[src/rtl/adsr_pkg.sv]
// Shared types and constants for the ADSR envelope level block.
// Used by the channel interfaces and every rtl module; depends on nothing.
package adsr_pkg;

   localparam int CNT_W   = 24;  // count field width (time, duration, lengths)
   localparam int LEVEL_W = 25;  // signed Q8.16 level
   localparam int PHASE_W = 3;
   localparam int FACT_W  = 26;  // signed release factor
   localparam int DEN_W   = 25;  // divisor width (length + 1)
   localparam int QUO_W   = 25;  // quotient bits before saturation
   localparam int NUM_W   = 51;  // numerator magnitude, covers FRAC_BITS up to 24
   localparam int CSR_IDX_W = 3;

   localparam logic signed [LEVEL_W-1:0] LEVEL_MAX = 25'sh0FFFFFF;
   localparam logic signed [LEVEL_W-1:0] LEVEL_MIN = 25'sh1000000;

   localparam logic [CSR_IDX_W-1:0] CSR_ATTACK  = 3'd0;
   localparam logic [CSR_IDX_W-1:0] CSR_DECAY   = 3'd1;
   localparam logic [CSR_IDX_W-1:0] CSR_RELEASE = 3'd2;
   localparam logic [CSR_IDX_W-1:0] CSR_FADE    = 3'd3;
   localparam logic [CSR_IDX_W-1:0] CSR_PEAK    = 3'd4;

   typedef enum logic [PHASE_W-1:0] {
      PH_ATTACK  = 3'd0,
      PH_DECAY   = 3'd1,
      PH_FADE    = 3'd2,
      PH_SUSTAIN = 3'd3,
      PH_RELEASE = 3'd4
   } phase_type;

   typedef struct packed {
      logic [CNT_W-1:0] attack_len;
      logic [CNT_W-1:0] decay_len;
      logic [CNT_W-1:0] release_len;
      logic [CNT_W-1:0] fade_limit;
      logic [CNT_W-1:0] peak_gain;
   } cfg_type;

   // Per-item data that rides alongside the dividers
   typedef struct packed {
      logic                     rel;
      phase_type                phase;
      logic signed [FACT_W-1:0] factor;
      logic [CNT_W-1:0]         total;
   } tag_type;

endpackage

[src/rtl/adsr_scale.sv]
// Release scaling: multiply the held level by the release factor and form
// the rounded numerator for the second divider. Depends on adsr_pkg.
module adsr_scale import adsr_pkg::*; (
   input  logic                      clock,
   input  logic                      reset,
   input  logic                      en,
   input  logic [CNT_W-1:0]          release_len,
   input  logic                      in_valid,
   input  logic signed [LEVEL_W-1:0] in_level,
   input  tag_type                   in_tag,
   output logic                      out_valid,
   output logic                      out_neg,
   output logic [NUM_W-1:0]          out_mag,
   output logic [DEN_W-1:0]          out_den,
   output tag_type                   out_tag
);

   localparam int PW = LEVEL_W + FACT_W;

   logic                     v1_ff, v2_ff;
   logic signed [PW-1:0]     prod_ff;
   logic [DEN_W-1:0]         den1_ff, den2_ff;
   tag_type                  tag1_ff, tag2_ff;
   logic signed [FACT_W-1:0] fact_eff;
   logic                     neg2_ff;
   logic [NUM_W-1:0]         mag2_ff, mag_abs;

   // held items pass through as level * 1 / 1
   assign fact_eff = in_tag.rel ? in_tag.factor : FACT_W'(1);
   assign mag_abs  = prod_ff[PW-1] ? NUM_W'(-prod_ff) : NUM_W'(prod_ff);

   always_ff @(posedge clock) begin
      if (reset) begin
         v1_ff <= 1'b0;
         v2_ff <= 1'b0;
      end else if (en) begin
         v1_ff <= in_valid;
         v2_ff <= v1_ff;
      end
   end

   always_ff @(posedge clock) begin
      if (en) begin
         prod_ff <= in_level * fact_eff;
         den1_ff <= in_tag.rel ? DEN_W'(release_len) + DEN_W'(1) : DEN_W'(1);
         tag1_ff <= in_tag;

         neg2_ff <= prod_ff[PW-1];
         mag2_ff <= mag_abs + NUM_W'(den1_ff >> 1);
         den2_ff <= den1_ff;
         tag2_ff <= tag1_ff;
      end
   end

   assign out_valid = v2_ff;
   assign out_neg   = neg2_ff;
   assign out_mag   = mag2_ff;
   assign out_den   = den2_ff;
   assign out_tag   = tag2_ff;

endmodule

[config.mk]
export PLATFORM = sky130hd
export DESIGN_NAME = adsr_scale
export DESIGN_NICKNAME = d
export VERILOG_FILES = /design/src/rtl/adsr_pkg.sv /design/src/rtl/adsr_scale.sv
export SDC_FILE = /design/constraint.sdc
export NUM_CORES = 2
export LEC_CHECK = 0
export BUFFER_PORTS_ARGS = -buffer_cell sky130_fd_sc_hd__buf_2
export CAP_MARGIN = 20
export CORE_MARGIN = 4
export CORE_UTILIZATION = 23
export CTS_BUF_LIST = sky130_fd_sc_hd__clkbuf_16
export DETAILED_ROUTE_END_ITERATION = 8
export HOLD_SLACK_MARGIN = 0.08
export SLEW_MARGIN = 20
export SYNTH_ARGS = -nofsm -noshare
export SYNTH_HDL_FRONTEND = slang
export SYNTH_SLANG_ARGS = --single-unit
[constraint.sdc]
create_clock -name clock -period 8.4 [get_ports clock]
set_input_delay 0.42 -clock clock [delete_from_list [all_inputs] [get_ports clock]]
set_output_delay 0.42 -clock clock [all_outputs]
set_load 0.005 [all_outputs]
### Yosys cells after proc, flatten, opt, wreduce, memory -nomap -nowiden

Index checks and enable logic that the tools add are counted.

* output and inout port bits: 132
* register bits: 263

* mux-type cells: 2
* multipliers: 1
* add/subtract/negate cells: 3

Operators by type and width (number)
* $add 51x24->51: 1
* $mul 25x26->51: 1
* $mux 51: 1
* $neg 51->51: 1
* $mux 26: 1
* $add 24x1->25 const B: 1

### Logic depth before layout (Yosys ltp)

* depth after elaboration: 3
* gate-level depth with buffers: 30

### Worst setup path after synthesis

Ideal clock, no wire load.

* kind: input port to flip-flop
* start point: in in_tag[53] in the netlist's numbering
* end point: reg prod_ff[50], data pin
* path slack: 0.976 ns
* required time: 8.140 ns
* setup time: 0.260 ns
* stages: 26
* arrival time: 7.164 ns
* cell sequence: clkbuf_1 -> clkbuf_1 -> clkbuf_1 -> and3_1 -> fa_1 -> fa_1 -> inv_1 -> fa_1 -> inv_1 -> fa_1 -> fa_1 -> fa_1 -> inv_1 -> fa_1 -> inv_1 -> ha_1 -> and3_1 -> and2_1 -> nand3_1 -> o221a_2 -> o21ai_0 -> a21oi_1 -> o22ai_1 -> a41o_1 -> a21oi_1 -> xnor2_1

* cells in the longest elaborated chain, start to end: 2

Ends and longest elaborated chain
* start: declaration: line adsr_scale.sv:10 `input tag_type in_tag,`
* $mux 26: line adsr_scale.sv:29 `assign fact_eff = in_tag.rel ? in_tag.factor : FACT_W'(1);`
* $mul 25x26->51: line adsr_scale.sv:44 `prod_ff <= in_level * fact_eff;`
* end signal: assignment: line adsr_scale.sv:44
* end: declaration: line adsr_scale.sv:21 `logic signed [PW-1:0] prod_ff;`

Every way passes these cells.
A chain may end at the register's enable or synchronous reset.

### Final worst setup path

Same ends and word-level chain as after synthesis.

==> metrics.yaml <==
run_status: "completed"
syn_nets: 4316
port_buffers: 238
cts_buffers: 34
min_period_ns: 7.76
antenna_found_initial: 13
drv_cap: 0
syn_avg_cell_area_sq_um: 10.5
grt_usage_pct: 13.7
rows: 143
vias: 25200
top_level_ports: 239
final_common_cell: "fa_1"
worstPathMaxFanout: 65
critPathArrivalTime_ns: 8.06
layout_common_cells: "682 x fa_1, 658 x inv_1, 391 x nand2_1"
grt_max_degree: 152
holdPathStages: 2
async_reset_ff_share_pct: 0
dp_hpwl_um: 87500
r2r-end: "out_mag[43]"
wl_um: 108000
synth_cells: 3358
cts_buffer_depth: 3
hold_buffers: 30
netlist_area_sq_um: 35100
rsz0062_at_grt: "no"
fin_util_pct: 26.8
cts_tree: "done"
grt-ovfl-total: 0
die_x_um: 399
cts.repair.resized: 0
fillers: 15900
ys_ff_latch: 263
die_y_um: 399
setup_violations: 0
dr.pass1.iters: 5
synth-main-ff-cell: "edfxtp_1"
core_sq_um: 152000
yosysSeqAreaShare_pct: 22.4
crit_type: "primary input to register"
max_freq_ghz: 0.129
htree_levels: 2
synth_edf_count: 261
start_util_pct: 23.1
grt_pass1_wl_um: 165000
worstSetupStartpointType: "primary input"
drc: 0
cts_sinks: 263
area_delta_synth_final_pct: 15.8
hp-class: "primary input to register"
netlist-cell-type-count: 70
min_delay_worst_endpoint: "den1_ff[0]"
ys_warn_count: 0
clkLatencyLatePin_ns: 0.60
hp-start: "release_len[0]"
reg2reg_from: "prod_ff[4]"
crit_required_ns: 8.70
grt_pass1_vias: 27300
ff2ff_path_depth: 16
place_congestion: 0.888
routed_via_density: 4.44
regToRegSetupSlack_ns: 3.19
skew_ns: 0.0417
hold_violations: 0
wl_per_cell_um: 19.0
post_cts_buffers: 0
period_share_pct: 92.4
path_clk_slew_ns: 0.06
drv_slew: 0
fin_nets: 4578
drt_iter0_drc: 1947
die_area_sq_um: 159000
drive_above_1_share_pct: 12.3
ant_nets: 0
finalSetupTns_ns: 0
tightest_slew_ns: 0.904
end_kind: "register"
relSlewSlack_pct: 39.7
cts-root-buf: "clkbuf_16"
==> per-stage QoR <==
step / instances / cell area [sq um] / worst slack [ns] / hold WS (ns)
6_report: 5682 / 40700 / 0.641 / 0.167
5_1_grt: 5676 / 40700 / 0.340 / 0.133
4_1_cts: 5676 / 40700 / 0.746 / 0.116
3_5_place_dp: 5584 / 39200 / 0.109 / 0.405
3_3_place_gp: 5584 / 39200 / 0.214 / 0.401
2_1_floorplan: 3358 / 35100 / 0.976 / 0.400
==> synth_stat cells, types with 3 or more instances <==
library cell / count / share of area [%]
nand2_1: 391 / 4.2
nor2_1: 70 / 0.75
fa_1: 682 / 39
or4_1: 9 / 0.19
and3_1: 299 / 5.3
or2_2: 6 / 0.11
a41oi_1: 3 / 0.075
nand4_1: 17 / 0.30
a31oi_1: 7 / 0.12
nand2b_1: 23 / 0.41
a21o_1: 43 / 0.92
buf_2: 4 / 0.057
o21a_1: 7 / 0.15
nor3_1: 18 / 0.26
edfxtp_1: 261 / 22
nor3b_1: 3 / 0.064
nor3_2: 4 / 0.11
nor2b_1: 5 / 0.089
and2_1: 66 / 1.2
or3_1: 12 / 0.21
nor4_1: 4 / 0.071
a31o_2: 3 / 0.075
o41ai_1: 12 / 0.30
a211oi_1: 7 / 0.15
o21ai_0: 66 / 0.94
xor2_1: 45 / 1.1
a21oi_1: 74 / 1.1
a21boi_0: 9 / 0.19
xnor2_1: 127 / 3.2
ha_1: 169 / 6.0
clkbuf_1: 159 / 1.7
o211a_1: 5 / 0.14
inv_1: 654 / 7.0
o21bai_1: 9 / 0.19
o31ai_1: 16 / 0.34
o22ai_1: 4 / 0.071
nor4_4: 3 / 0.18
nand3_1: 15 / 0.21
==> per-layer routing <==
layer	GRT usage [%]	share of wire (%)
met4	5.68	4.5
met2	24.5	51
met5	0	0.012
met3	2.34	6.7
met1	16.3	38
==> area by class of cell <==
cell class / count / area (sq um) / area share (%)
antenna: 6 / 15.0 / 0.0369
clock buffer: 34 / 851 / 2.09
clock inverter: 28 / 284 / 0.698
inverter: 654 / 2450 / 6.04
multi-input combinational: 2276 / 24200 / 59.4
sequential: 263 / 7880 / 19.4
tap: 2030 / 2540 / 6.25
timing repair buffer: 391 / 2480 / 6.10
==> state kept, by name (all words and copies together), names as in the netlist <==
signal and flops:
out_tag 54, tag1_ff 54, out_mag 51, prod_ff 51, den1_ff 25, out_den 25
out_neg 1, out_valid 1, v1_ff 1
==> critical path, cell delays in order <==
cell,delay [ns]
buf_6,0.30
buf_12,0.27
and2_1,0.46
buf_4,0.29
nand2_1,0.10
fa_1,0.55
inv_1,0.06
fa_1,0.56
fa_1,0.44
fa_1,0.60
fa_1,0.46
fa_1,0.49
inv_1,0.05
fa_1,0.47
inv_1,0.04
ha_1,0.38
and3_1,0.25
and2_1,0.17
nand3_1,0.13
nand3b_1,0.21
o21ai_0,0.24
buf_4,0.17
a21oi_1,0.10
o22ai_1,0.26
a41o_1,0.23
a21oi_1,0.08
xnor2_1,0.16
==> kinds of logic (layout without fill, tap and decap cells) <==
group                      count (synthesis)  in the layout  share of synthesized area, %
and+or+nand+nor                          968            968                          14.3
DFF                                      263            263                          22.4
other                                      0              6                             0
AOI/OAI and AO/OA                        283            283                          5.24
muxes                                      2              2                        0.0570
xor gates and xnor gates                 172            172                          4.29
buffers and inverters                    819           1107                          8.77
adders and majority gates                851            851                          44.9
==> worst max-delay path by stage <==
stage / endpoint / slack (ns) / startpoint
after floorplan: prod_ff[50] / 0.98 / in_tag[53]
after global routing: prod_ff[50] / 0.34 / in_tag[53]
final: prod_ff[50] / 0.64 / in_tag[53]
after global placement: prod_ff[50] / 0.21 / in_tag[53]
after detailed placement: prod_ff[50] / 0.11 / in_tag[53]
after CTS: prod_ff[50] / 0.75 / in_tag[53]
Power is left out: the tool's default activity adds up to more than one toggle a clock period on the data nets, which glitch-free logic cannot reach.
