[config.mk]
export PLATFORM = sky130hd
export DESIGN_NAME = adsr_front
export DESIGN_NICKNAME = d
export VERILOG_FILES = /design/src/rtl/adsr_pkg.sv /design/src/rtl/adsr_front.sv
export SDC_FILE = /design/constraint.sdc
export NUM_CORES = 2
export LEC_CHECK = 0
export BUFFER_PORTS_ARGS = -buffer_cell sky130_fd_sc_hd__buf_2
export CAP_MARGIN = 20
export CORE_MARGIN = 2
export CORE_UTILIZATION = 55
export DETAILED_ROUTE_END_ITERATION = 8
export GPL_TIMING_DRIVEN = 0
export PLACE_DENSITY = 0.72
export REMOVE_ABC_BUFFERS = 1
export SYNTH_ARGS = -nofsm -noshare
export SYNTH_HDL_FRONTEND = slang
export SYNTH_SLANG_ARGS = --single-unit
[constraint.sdc]
create_clock -name clock -period 24.9 [get_ports clock]
set_input_delay 4.98 -clock clock [delete_from_list [all_inputs] [get_ports clock]]
set_output_delay 4.98 -clock clock [all_outputs]
set_load 0.005 [all_outputs]
[src/rtl/adsr_pkg.sv]
// Shared types and constants for the ADSR envelope level block.
// Used by the channel interfaces and every rtl module; depends on nothing.
package adsr_pkg;

   localparam int CNT_W   = 24;  // count field width (time, duration, lengths)
   localparam int LEVEL_W = 25;  // signed Q8.16 level
   localparam int PHASE_W = 3;
   localparam int FACT_W  = 26;  // signed release factor
   localparam int DEN_W   = 25;  // divisor width (length + 1)
   localparam int QUO_W   = 25;  // quotient bits before saturation
   localparam int NUM_W   = 51;  // numerator magnitude, covers FRAC_BITS up to 24
   localparam int CSR_IDX_W = 3;

   localparam logic signed [LEVEL_W-1:0] LEVEL_MAX = 25'sh0FFFFFF;
   localparam logic signed [LEVEL_W-1:0] LEVEL_MIN = 25'sh1000000;

   localparam logic [CSR_IDX_W-1:0] CSR_ATTACK  = 3'd0;
   localparam logic [CSR_IDX_W-1:0] CSR_DECAY   = 3'd1;
   localparam logic [CSR_IDX_W-1:0] CSR_RELEASE = 3'd2;
   localparam logic [CSR_IDX_W-1:0] CSR_FADE    = 3'd3;
   localparam logic [CSR_IDX_W-1:0] CSR_PEAK    = 3'd4;

   typedef enum logic [PHASE_W-1:0] {
      PH_ATTACK  = 3'd0,
      PH_DECAY   = 3'd1,
      PH_FADE    = 3'd2,
      PH_SUSTAIN = 3'd3,
      PH_RELEASE = 3'd4
   } phase_type;

   typedef struct packed {
      logic [CNT_W-1:0] attack_len;
      logic [CNT_W-1:0] decay_len;
      logic [CNT_W-1:0] release_len;
      logic [CNT_W-1:0] fade_limit;
      logic [CNT_W-1:0] peak_gain;
   } cfg_type;

   // Per-item data that rides alongside the dividers
   typedef struct packed {
      logic                     rel;
      phase_type                phase;
      logic signed [FACT_W-1:0] factor;
      logic [CNT_W-1:0]         total;
   } tag_type;

endpackage

[src/rtl/adsr_front.sv]
// Front pipeline: decode time against the note, classify the phase, form the
// level numerator and divisor. Six register stages. Depends on adsr_pkg.
module adsr_front import adsr_pkg::*; #(
   parameter int COUNT_WIDTH = 24,
   parameter int FRAC_BITS   = 16
) (
   input  logic                clock,
   input  logic                reset,
   input  logic                en,
   input  cfg_type             cfg,
   input  logic                in_valid,
   input  logic [CNT_W-1:0]    in_index,
   input  logic [CNT_W-1:0]    in_duration,
   output logic                out_valid,
   output logic                out_neg,
   output logic [NUM_W-1:0]    out_mag,
   output logic [DEN_W-1:0]    out_den,
   output tag_type             out_tag
);

   localparam logic [31:0] COUNT_MAX = 32'((64'd1 << COUNT_WIDTH) - 64'd1);
   localparam logic [CNT_W-1:0] CNT_MASK = COUNT_MAX[CNT_W-1:0];
   localparam int NS = NUM_W + 1;
   localparam logic signed [NS-1:0] ONE_NUM = NS'(1) <<< FRAC_BITS;
   localparam logic signed [25:0] ONE_26 = 26'sd1 <<< FRAC_BITS;

   // stage A: masked inputs
   logic             va_ff;
   logic [CNT_W-1:0] t_a_ff, dur_a_ff;
   logic [CNT_W-1:0] t_m, dur_m;

   // stage B: held time, release factor, total length
   logic             vb_ff, rel_b_ff;
   logic [CNT_W-1:0] ht_b_ff, total_b_ff;
   logic signed [FACT_W-1:0] fact_b_ff;
   logic             rel_b_in;
   logic [CNT_W-1:0] ht_b_in, total_b_in;
   logic signed [FACT_W-1:0] fact_b_in;
   logic [25:0]      cap, dur26, total_raw;

   // stage C: phase and offsets
   logic             vc_ff, rel_c_ff;
   phase_type        ph_c_ff, ph_c_in;
   logic [CNT_W:0]   htp1_c_ff, ad_sum;
   logic signed [26:0] adm_c_ff;
   logic [CNT_W-1:0] total_c_ff;
   logic signed [FACT_W-1:0] fact_c_ff;

   // stage D: products
   logic             vd_ff, rel_d_ff;
   phase_type        ph_d_ff;
   logic [48:0]      proda_d_ff;
   logic signed [52:0] prodd_d_ff;
   logic signed [27:0] left_d_ff;
   logic signed [25:0] pm1;
   logic [CNT_W-1:0] total_d_ff;
   logic signed [FACT_W-1:0] fact_d_ff;

   // stage E: signed numerator and divisor
   logic             ve_ff;
   logic signed [NS-1:0] num_e_ff, num_e_in;
   logic [DEN_W-1:0] den_e_ff, den_e_in;
   tag_type          tag_e_ff;

   // stage F: magnitude with half divisor for rounding
   logic             vf_ff, neg_f_ff;
   logic [NUM_W-1:0] mag_f_ff, mag_abs;
   logic [DEN_W-1:0] den_f_ff;
   tag_type          tag_f_ff;

   assign t_m   = in_index & CNT_MASK;
   assign dur_m = in_duration & CNT_MASK;

   // held time is the last held sample once past the duration
   always_comb begin
      rel_b_in  = t_a_ff >= dur_a_ff;
      ht_b_in   = rel_b_in ? dur_a_ff - 1'b1 : t_a_ff;
      fact_b_in = $signed({2'b00, cfg.release_len}) + $signed({2'b00, dur_a_ff})
                - $signed({2'b00, t_a_ff});
      cap       = 26'(cfg.attack_len) + 26'(cfg.decay_len) + 26'(cfg.fade_limit);
      dur26     = 26'(dur_a_ff);
      if (cfg.fade_limit != '0 && dur26 > cap) begin
         total_raw = cap;
      end else begin
         total_raw = dur26 + 26'(cfg.release_len);
      end
      total_b_in = ({6'b0, total_raw} > COUNT_MAX) ? COUNT_MAX[CNT_W-1:0]
                                                   : total_raw[CNT_W-1:0];
   end

   // classify the held time
   always_comb begin
      ad_sum = 25'(cfg.attack_len) + 25'(cfg.decay_len);
      if (ht_b_ff < cfg.attack_len) begin
         ph_c_in = PH_ATTACK;
      end else if ({1'b0, ht_b_ff} < ad_sum) begin
         ph_c_in = PH_DECAY;
      end else if (cfg.fade_limit != '0) begin
         ph_c_in = PH_FADE;
      end else begin
         ph_c_in = PH_SUSTAIN;
      end
   end

   assign pm1 = $signed({2'b00, cfg.peak_gain}) - ONE_26;

   // pick numerator and divisor per phase
   always_comb begin
      unique case (ph_d_ff)
         PH_ATTACK: begin
            num_e_in = $signed(NS'(proda_d_ff));
            den_e_in = DEN_W'(cfg.attack_len);
         end
         PH_DECAY: begin
            num_e_in = ((NS'(cfg.decay_len) + NS'(1)) <<< FRAC_BITS) + NS'(prodd_d_ff);
            den_e_in = DEN_W'(cfg.decay_len) + DEN_W'(1);
         end
         PH_FADE: begin
            num_e_in = NS'(left_d_ff) <<< FRAC_BITS;
            den_e_in = DEN_W'(cfg.fade_limit);
         end
         default: begin
            num_e_in = ONE_NUM;
            den_e_in = DEN_W'(1);
         end
      endcase
   end

   assign mag_abs = num_e_ff[NS-1] ? NUM_W'(-num_e_ff) : NUM_W'(num_e_ff);

   // valid bits
   always_ff @(posedge clock) begin
      if (reset) begin
         va_ff <= 1'b0;
         vb_ff <= 1'b0;
         vc_ff <= 1'b0;
         vd_ff <= 1'b0;
         ve_ff <= 1'b0;
         vf_ff <= 1'b0;
      end else if (en) begin
         va_ff <= in_valid;
         vb_ff <= va_ff;
         vc_ff <= vb_ff;
         vd_ff <= vc_ff;
         ve_ff <= vd_ff;
         vf_ff <= ve_ff;
      end
   end

   // advance payload
   always_ff @(posedge clock) begin
      if (en) begin
         t_a_ff     <= t_m;
         dur_a_ff   <= (dur_m == '0) ? CNT_W'(1) : dur_m;

         rel_b_ff   <= rel_b_in;
         ht_b_ff    <= ht_b_in;
         fact_b_ff  <= fact_b_in;
         total_b_ff <= total_b_in;

         rel_c_ff   <= rel_b_ff;
         ph_c_ff    <= ph_c_in;
         htp1_c_ff  <= {1'b0, ht_b_ff} + 25'd1;
         adm_c_ff   <= $signed({2'b00, ad_sum}) - $signed({3'b000, ht_b_ff});
         total_c_ff <= total_b_ff;
         fact_c_ff  <= fact_b_ff;

         rel_d_ff   <= rel_c_ff;
         ph_d_ff    <= ph_c_ff;
         proda_d_ff <= htp1_c_ff * cfg.peak_gain;
         prodd_d_ff <= pm1 * adm_c_ff;
         left_d_ff  <= $signed({4'b0000, cfg.fade_limit}) + 28'(adm_c_ff);
         total_d_ff <= total_c_ff;
         fact_d_ff  <= fact_c_ff;

         num_e_ff   <= num_e_in;
         den_e_ff   <= den_e_in;
         tag_e_ff   <= '{rel: rel_d_ff, phase: rel_d_ff ? PH_RELEASE : ph_d_ff,
                         factor: fact_d_ff, total: total_d_ff};

         neg_f_ff   <= num_e_ff[NS-1];
         mag_f_ff   <= mag_abs + NUM_W'(den_e_ff >> 1);
         den_f_ff   <= den_e_ff;
         tag_f_ff   <= tag_e_ff;
      end
   end

   assign out_valid = vf_ff;
   assign out_neg   = neg_f_ff;
   assign out_mag   = mag_f_ff;
   assign out_den   = den_f_ff;
   assign out_tag   = tag_f_ff;

endmodule

Yosys cells after proc, flatten, opt, wreduce, memory -nomap -nowiden

Index checks and enable logic that the tools add are counted.

Shift-type cells: 0
Equal/unequal tests: 2
Div/mod/pow operators: 0
Bitwise gates (word level): 0
Reductions and logical operators: 5
Order comparisons: 5
Multiplexer cells: 7
Add/sub/neg operators: 16
$mul: 2

Operators with widths:

| kind                                                                    | number |
|---|---|
| 52-bit case mux with 3 select lines                                     | 1 |
| 24-bit by 24-bit adder with 25-bit output                               | 4 |
| 24-bit by 1-bit adder with 25-bit output (second input constant)        | 3 |
| 25-bit case mux with 3 select lines                                     | 1 |
| 41-bit by 52-bit adder with 52-bit output                               | 1 |
| 25-bit by 24-bit subtractor with 26-bit output                          | 2 |
| 51-bit by 24-bit adder with 51-bit output                               | 1 |
| 25-bit by 26-bit multiplier with 51-bit output                          | 1 |
| 51-bit two-way mux                                                      | 1 |
| 51-bit negator                                                          | 1 |
| 25-bit by 24-bit multiplier with 49-bit output                          | 1 |
| 25-bit by 26-bit adder with 27-bit output                               | 1 |
| 25-bit by 24-bit adder with 26-bit output                               | 1 |
| 24-bit by 26-bit > comparator with 1-bit output                         | 1 |
| 26-bit by 24-bit > comparator with 1-bit output (second input constant) | 1 |
| 26-bit two-way mux                                                      | 1 |
| 24-bit by 25-bit < comparator with 1-bit output                         | 1 |
| 24-bit by 17-bit subtractor with 25-bit output (second input constant)  | 1 |
| 24-bit >= comparator                                                    | 1 |
| 24-bit logical NOT                                                      | 1 |
| 24-bit < comparator                                                     | 1 |
| 24-bit two-way mux                                                      | 1 |
| 24-bit nonzero test                                                     | 1 |
| 24-bit by 1-bit subtractor with 24-bit output (second input constant)   | 1 |
| other kinds (6)                                                         | 7 |

Bits in latches: 0
Memory bits (writable): 0
Memory bits (read-only): 0
Logic and storage cells: 76
Register bits after elaboration: 679
Bits of input ports: 172
Output and inout port bits: 132
Memories: 0

Longest topological paths before layout

Depth after elaboration: 6
Gate-level depth with buffers: 31
Gate-level depth less buffers: 29

Worst setup path after synthesis

No wires, ideal clock.

Kind: input port to flip-flop
Start point: input cfg[16] in the netlist's numbering
End point: register prodd_d_ff[50] (data pin)
Library setup time: 0.270 ns
Slack: 11.896 ns
Arrival: 12.734 ns
Path buffers: 3
Cell stages on the path: 30
Required time: 24.630 ns
Cell sequence: clkinv_1 > clkbuf_1 > ha_1 > nand2_1 > or3_1 > or3_1 > clkbuf_1 > clkbuf_1 > nor2_1 > fa_1 > fa_1 > fa_1 > fa_1 > fa_1 > fa_1 > inv_1 > fa_1 > inv_1 > ha_1 > a21o_1 > a21o_1 > a21oi_1 > o21ai_0 > o31a_1 > a211o_1 > a211o_1 > a31oi_1 > o21bai_1 > a2111oi_1 > xnor2_1

Longest elaborated chain between the ends: 2

Ends and longest elaborated chain:

| what                                           | line              | text |
|---|---|---|
| from (decl)                                    | adsr_front.sv:10  | `input cfg_type cfg,` |
| 24-bit by 17-bit subtractor with 25-bit output | adsr_front.sv:105 | `assign pm1 = $signed({2'b00, cfg.peak_gain}) - ONE_26;` |
| 25-bit by 26-bit multiplier with 51-bit output | adsr_front.sv:171 | `prodd_d_ff <= pm1 * adm_c_ff;` |
| to (signal assigned)                           | adsr_front.sv:171 |  |
| to (decl)                                      | adsr_front.sv:53  | `logic signed [52:0] prodd_d_ff;` |

No other way between the ends.
A chain may end at the register's enable or synchronous reset.

Worst setup path in the final report

Same ends and word-level chain as after synthesis.

==> results.cfg <==
[grt]
grt_pass1_vias = 58500
grt_max_degree = 119
overflow = 0
track_usage_pct = 29.6
antenna_found_initial = 33
grt_first_pass_wirelength_mm = 335

[worst_setup_path]
ff2ff_path_depth = 22
crit_path_end_kind = register
crit_type = in2reg
arrival_ns = 14.97
startpoint_type = input pin
crit_fanout = 29
worst_ep_required_time_ns = 25.29

[outcome]
status = finished, final reports clean

[placed_design]
port_buffers = 303
hpwl_mm = 174
place_inst = 9681
gp_congestion = 0.941

[yosys]
synth-main-ff-cell = edfxtp_1
synthArstFlopShare_pct = 0
syn_inst = 7736
yosys_warnings = 0
synth_edf_count = 669
yosysTopAreaCell = fa_1
post_synth.cell_area_avg_um2 = 10.3
yosys-top-cells-count = 1384 x inv_1, 1240 x fa_1, 985 x nand2_1
synth_top_area_share_pct = 31.2
synthDistinctLibCells = 87
synth.most_common_cell = inv_1
synth_top_cells_by_area = fa_1 31%, edfxtp_1 25%, ha_1 9.2%
yosysSeqAreaShare_pct = 25.4
synth-seq-cells = 675
syn_area_um2 = 79500

[die]
die_w_um = 384
core-area_um2 = 143000
ioPinCount = 304
die_h_um = 384
initial_core_util_pct = 55.4
rows = 139
die_area_um2 = 148000

[clock_network]
cts.clk_slew.worst_paths_ns = 0.07
cts_buffers = 70
cts.root.buffer_cell = clkbuf_16
cts_setup_buffers = 0
htree_levels = 3
clock_path_buffers = 3
cts_tree = built
clock_latency_ns = 0.68
cts_hold_buffers = 0
cts_resized = 0
clock_sinks = 675

[routing]
drtIter0Drc = 5234
wl_per_cell_um = 21.7
drc_errors = 0
ant_nets = 0
dr.pass1.iters = 6
viasPerCell = 5.73
wirelength_mm = 213
vias = 56400

[timing]
rsz0062_at_grt = no
slew_violations = 0
min_period_over_period_pct = 58.5
hold_violations = 0
finalClockSkew_ns = 0.0536
tns_ns = 0
whs_ns = 0.409
fmax_mhz = 68.6
relSlewSlack_pct = 18.8
fin_crit_ns = 14.58
setup_viol = 0
worst_pin_slew_ns = 1.22

[cells_and_area]
fin_util_pct = 60.2
drive_gt1_share_pct = 6.97
final_cells = 9848
areaGrowthSynthToFinish_pct = 8.62
nNetsFinal = 9863

[worst_hold_path]
whs_path_depth = 0
hold_path_class = reg2reg

[run]
max_cap_viol_count = 0
metrics by stage:
stage,setup slack [ns],instance area (µm²)
3_5_place_dp,9.42,83600
3_3_place_gp,8.46,82100
5_1_grt,9.86,86300
2_1_floorplan,11.54,78200
6_report,10.32,86300
4_1_cts,10.03,86000
cell usage in the layout (no fill, tap or decap), types with 43 or more instances in the layout:
master,n
a21o_1,114
a21oi_1,248
and2_1,421
buf_16,48
buf_2,303
clkbuf_16,71
edfxtp_1,669
fa_1,1240
ha_1,587
inv_1,1384
mux2i_1,82
nand2_1,985
nand2b_1,83
nand3_1,78
nand4_1,43
nor2_1,222
nor2b_1,51
nor3_1,61
o21a_1,44
o21ai_0,189
xnor2_1,290
xor2_1,119
flip-flops by register name, indices dropped and copies added, names as in the netlist, 25 cells and up:
signal,flops
out_tag,54
tag_e_ff,54
num_e_ff,52
out_mag,51
prodd_d_ff,51
proda_d_ff,49
left_d_ff,27
adm_c_ff,26
fact_b_ff,26
fact_c_ff,26
fact_d_ff,26
den_e_ff,25
htp1_c_ff,25
out_den,25
cells by family after synthesis:
kind of cell / Yosys count / synth area share (%)
buffers and inverters: 1707 / 8.13
DFF: 675 / 25.4
and+or+nand+nor: 2113 / 12.8
adders and majority gates: 1827 / 40.5
xor gates and xnor gates: 414 / 4.56
muxes: 107 / 1.39
AOI/OAI and AO/OA: 893 / 7.20
critical path: stages:
cell and delay, ns:
buf_2 0.59, clkinv_1 1.04, ha_1 1.31, nand2b_1 0.23
fa_1 0.42, inv_1 0.08, fa_1 0.44, fa_1 0.59
fa_1 0.44, fa_1 0.49, fa_1 0.50, inv_1 0.05
fa_1 0.51, inv_1 0.06, ha_1 0.35, a21o_1 0.18
a21o_1 0.16, a21oi_1 0.21, o21ai_0 0.17, o31a_1 0.27
a211o_1 0.31, a211o_1 0.30, a31oi_1 0.39, o21bai_1 0.20
a2111oi_1 0.46, xnor2_1 0.14
layout make-up:
| class | instances | area (µm²) |
|---|---|---|
| tap | 1903 | 2380 |
| antenna | 25 | 62.6 |
| clock buffer | 82 | 1820 |
| timing repair buffer | 378 | 3290 |
| sequential | 675 | 20200 |
| inverter | 1385 | 5200 |
| fill | 11800 | 57100 |
| clock inverter | 46 | 519 |
| multi-input combinational | 5354 | 52900 |
path summary, 6_finish.rpt:
check	start	endpoint	slack, ns
worst min register to register	fact_c_ff[11]	fact_d_ff[11]	0.41
worst min-delay path	fact_c_ff[11]	fact_d_ff[11]	0.41
worst max register to register	adm_c_ff[25]	prodd_d_ff[50]	16.13
worst max-delay path	cfg[16]	prodd_d_ff[50]	10.32
layer usage:
layer	up-vias	global-route usage [%]	routed length, µm
met5	-	0	12
met3	409	4.71	16000
li1	25000	-	-
met4	2	11.9	8820
met2	2278	46.8	99500
met1	28700	41.2	88800
Power is not shown: default switching activity piles up to over one toggle a cycle in this logic, so the estimate is an artifact.
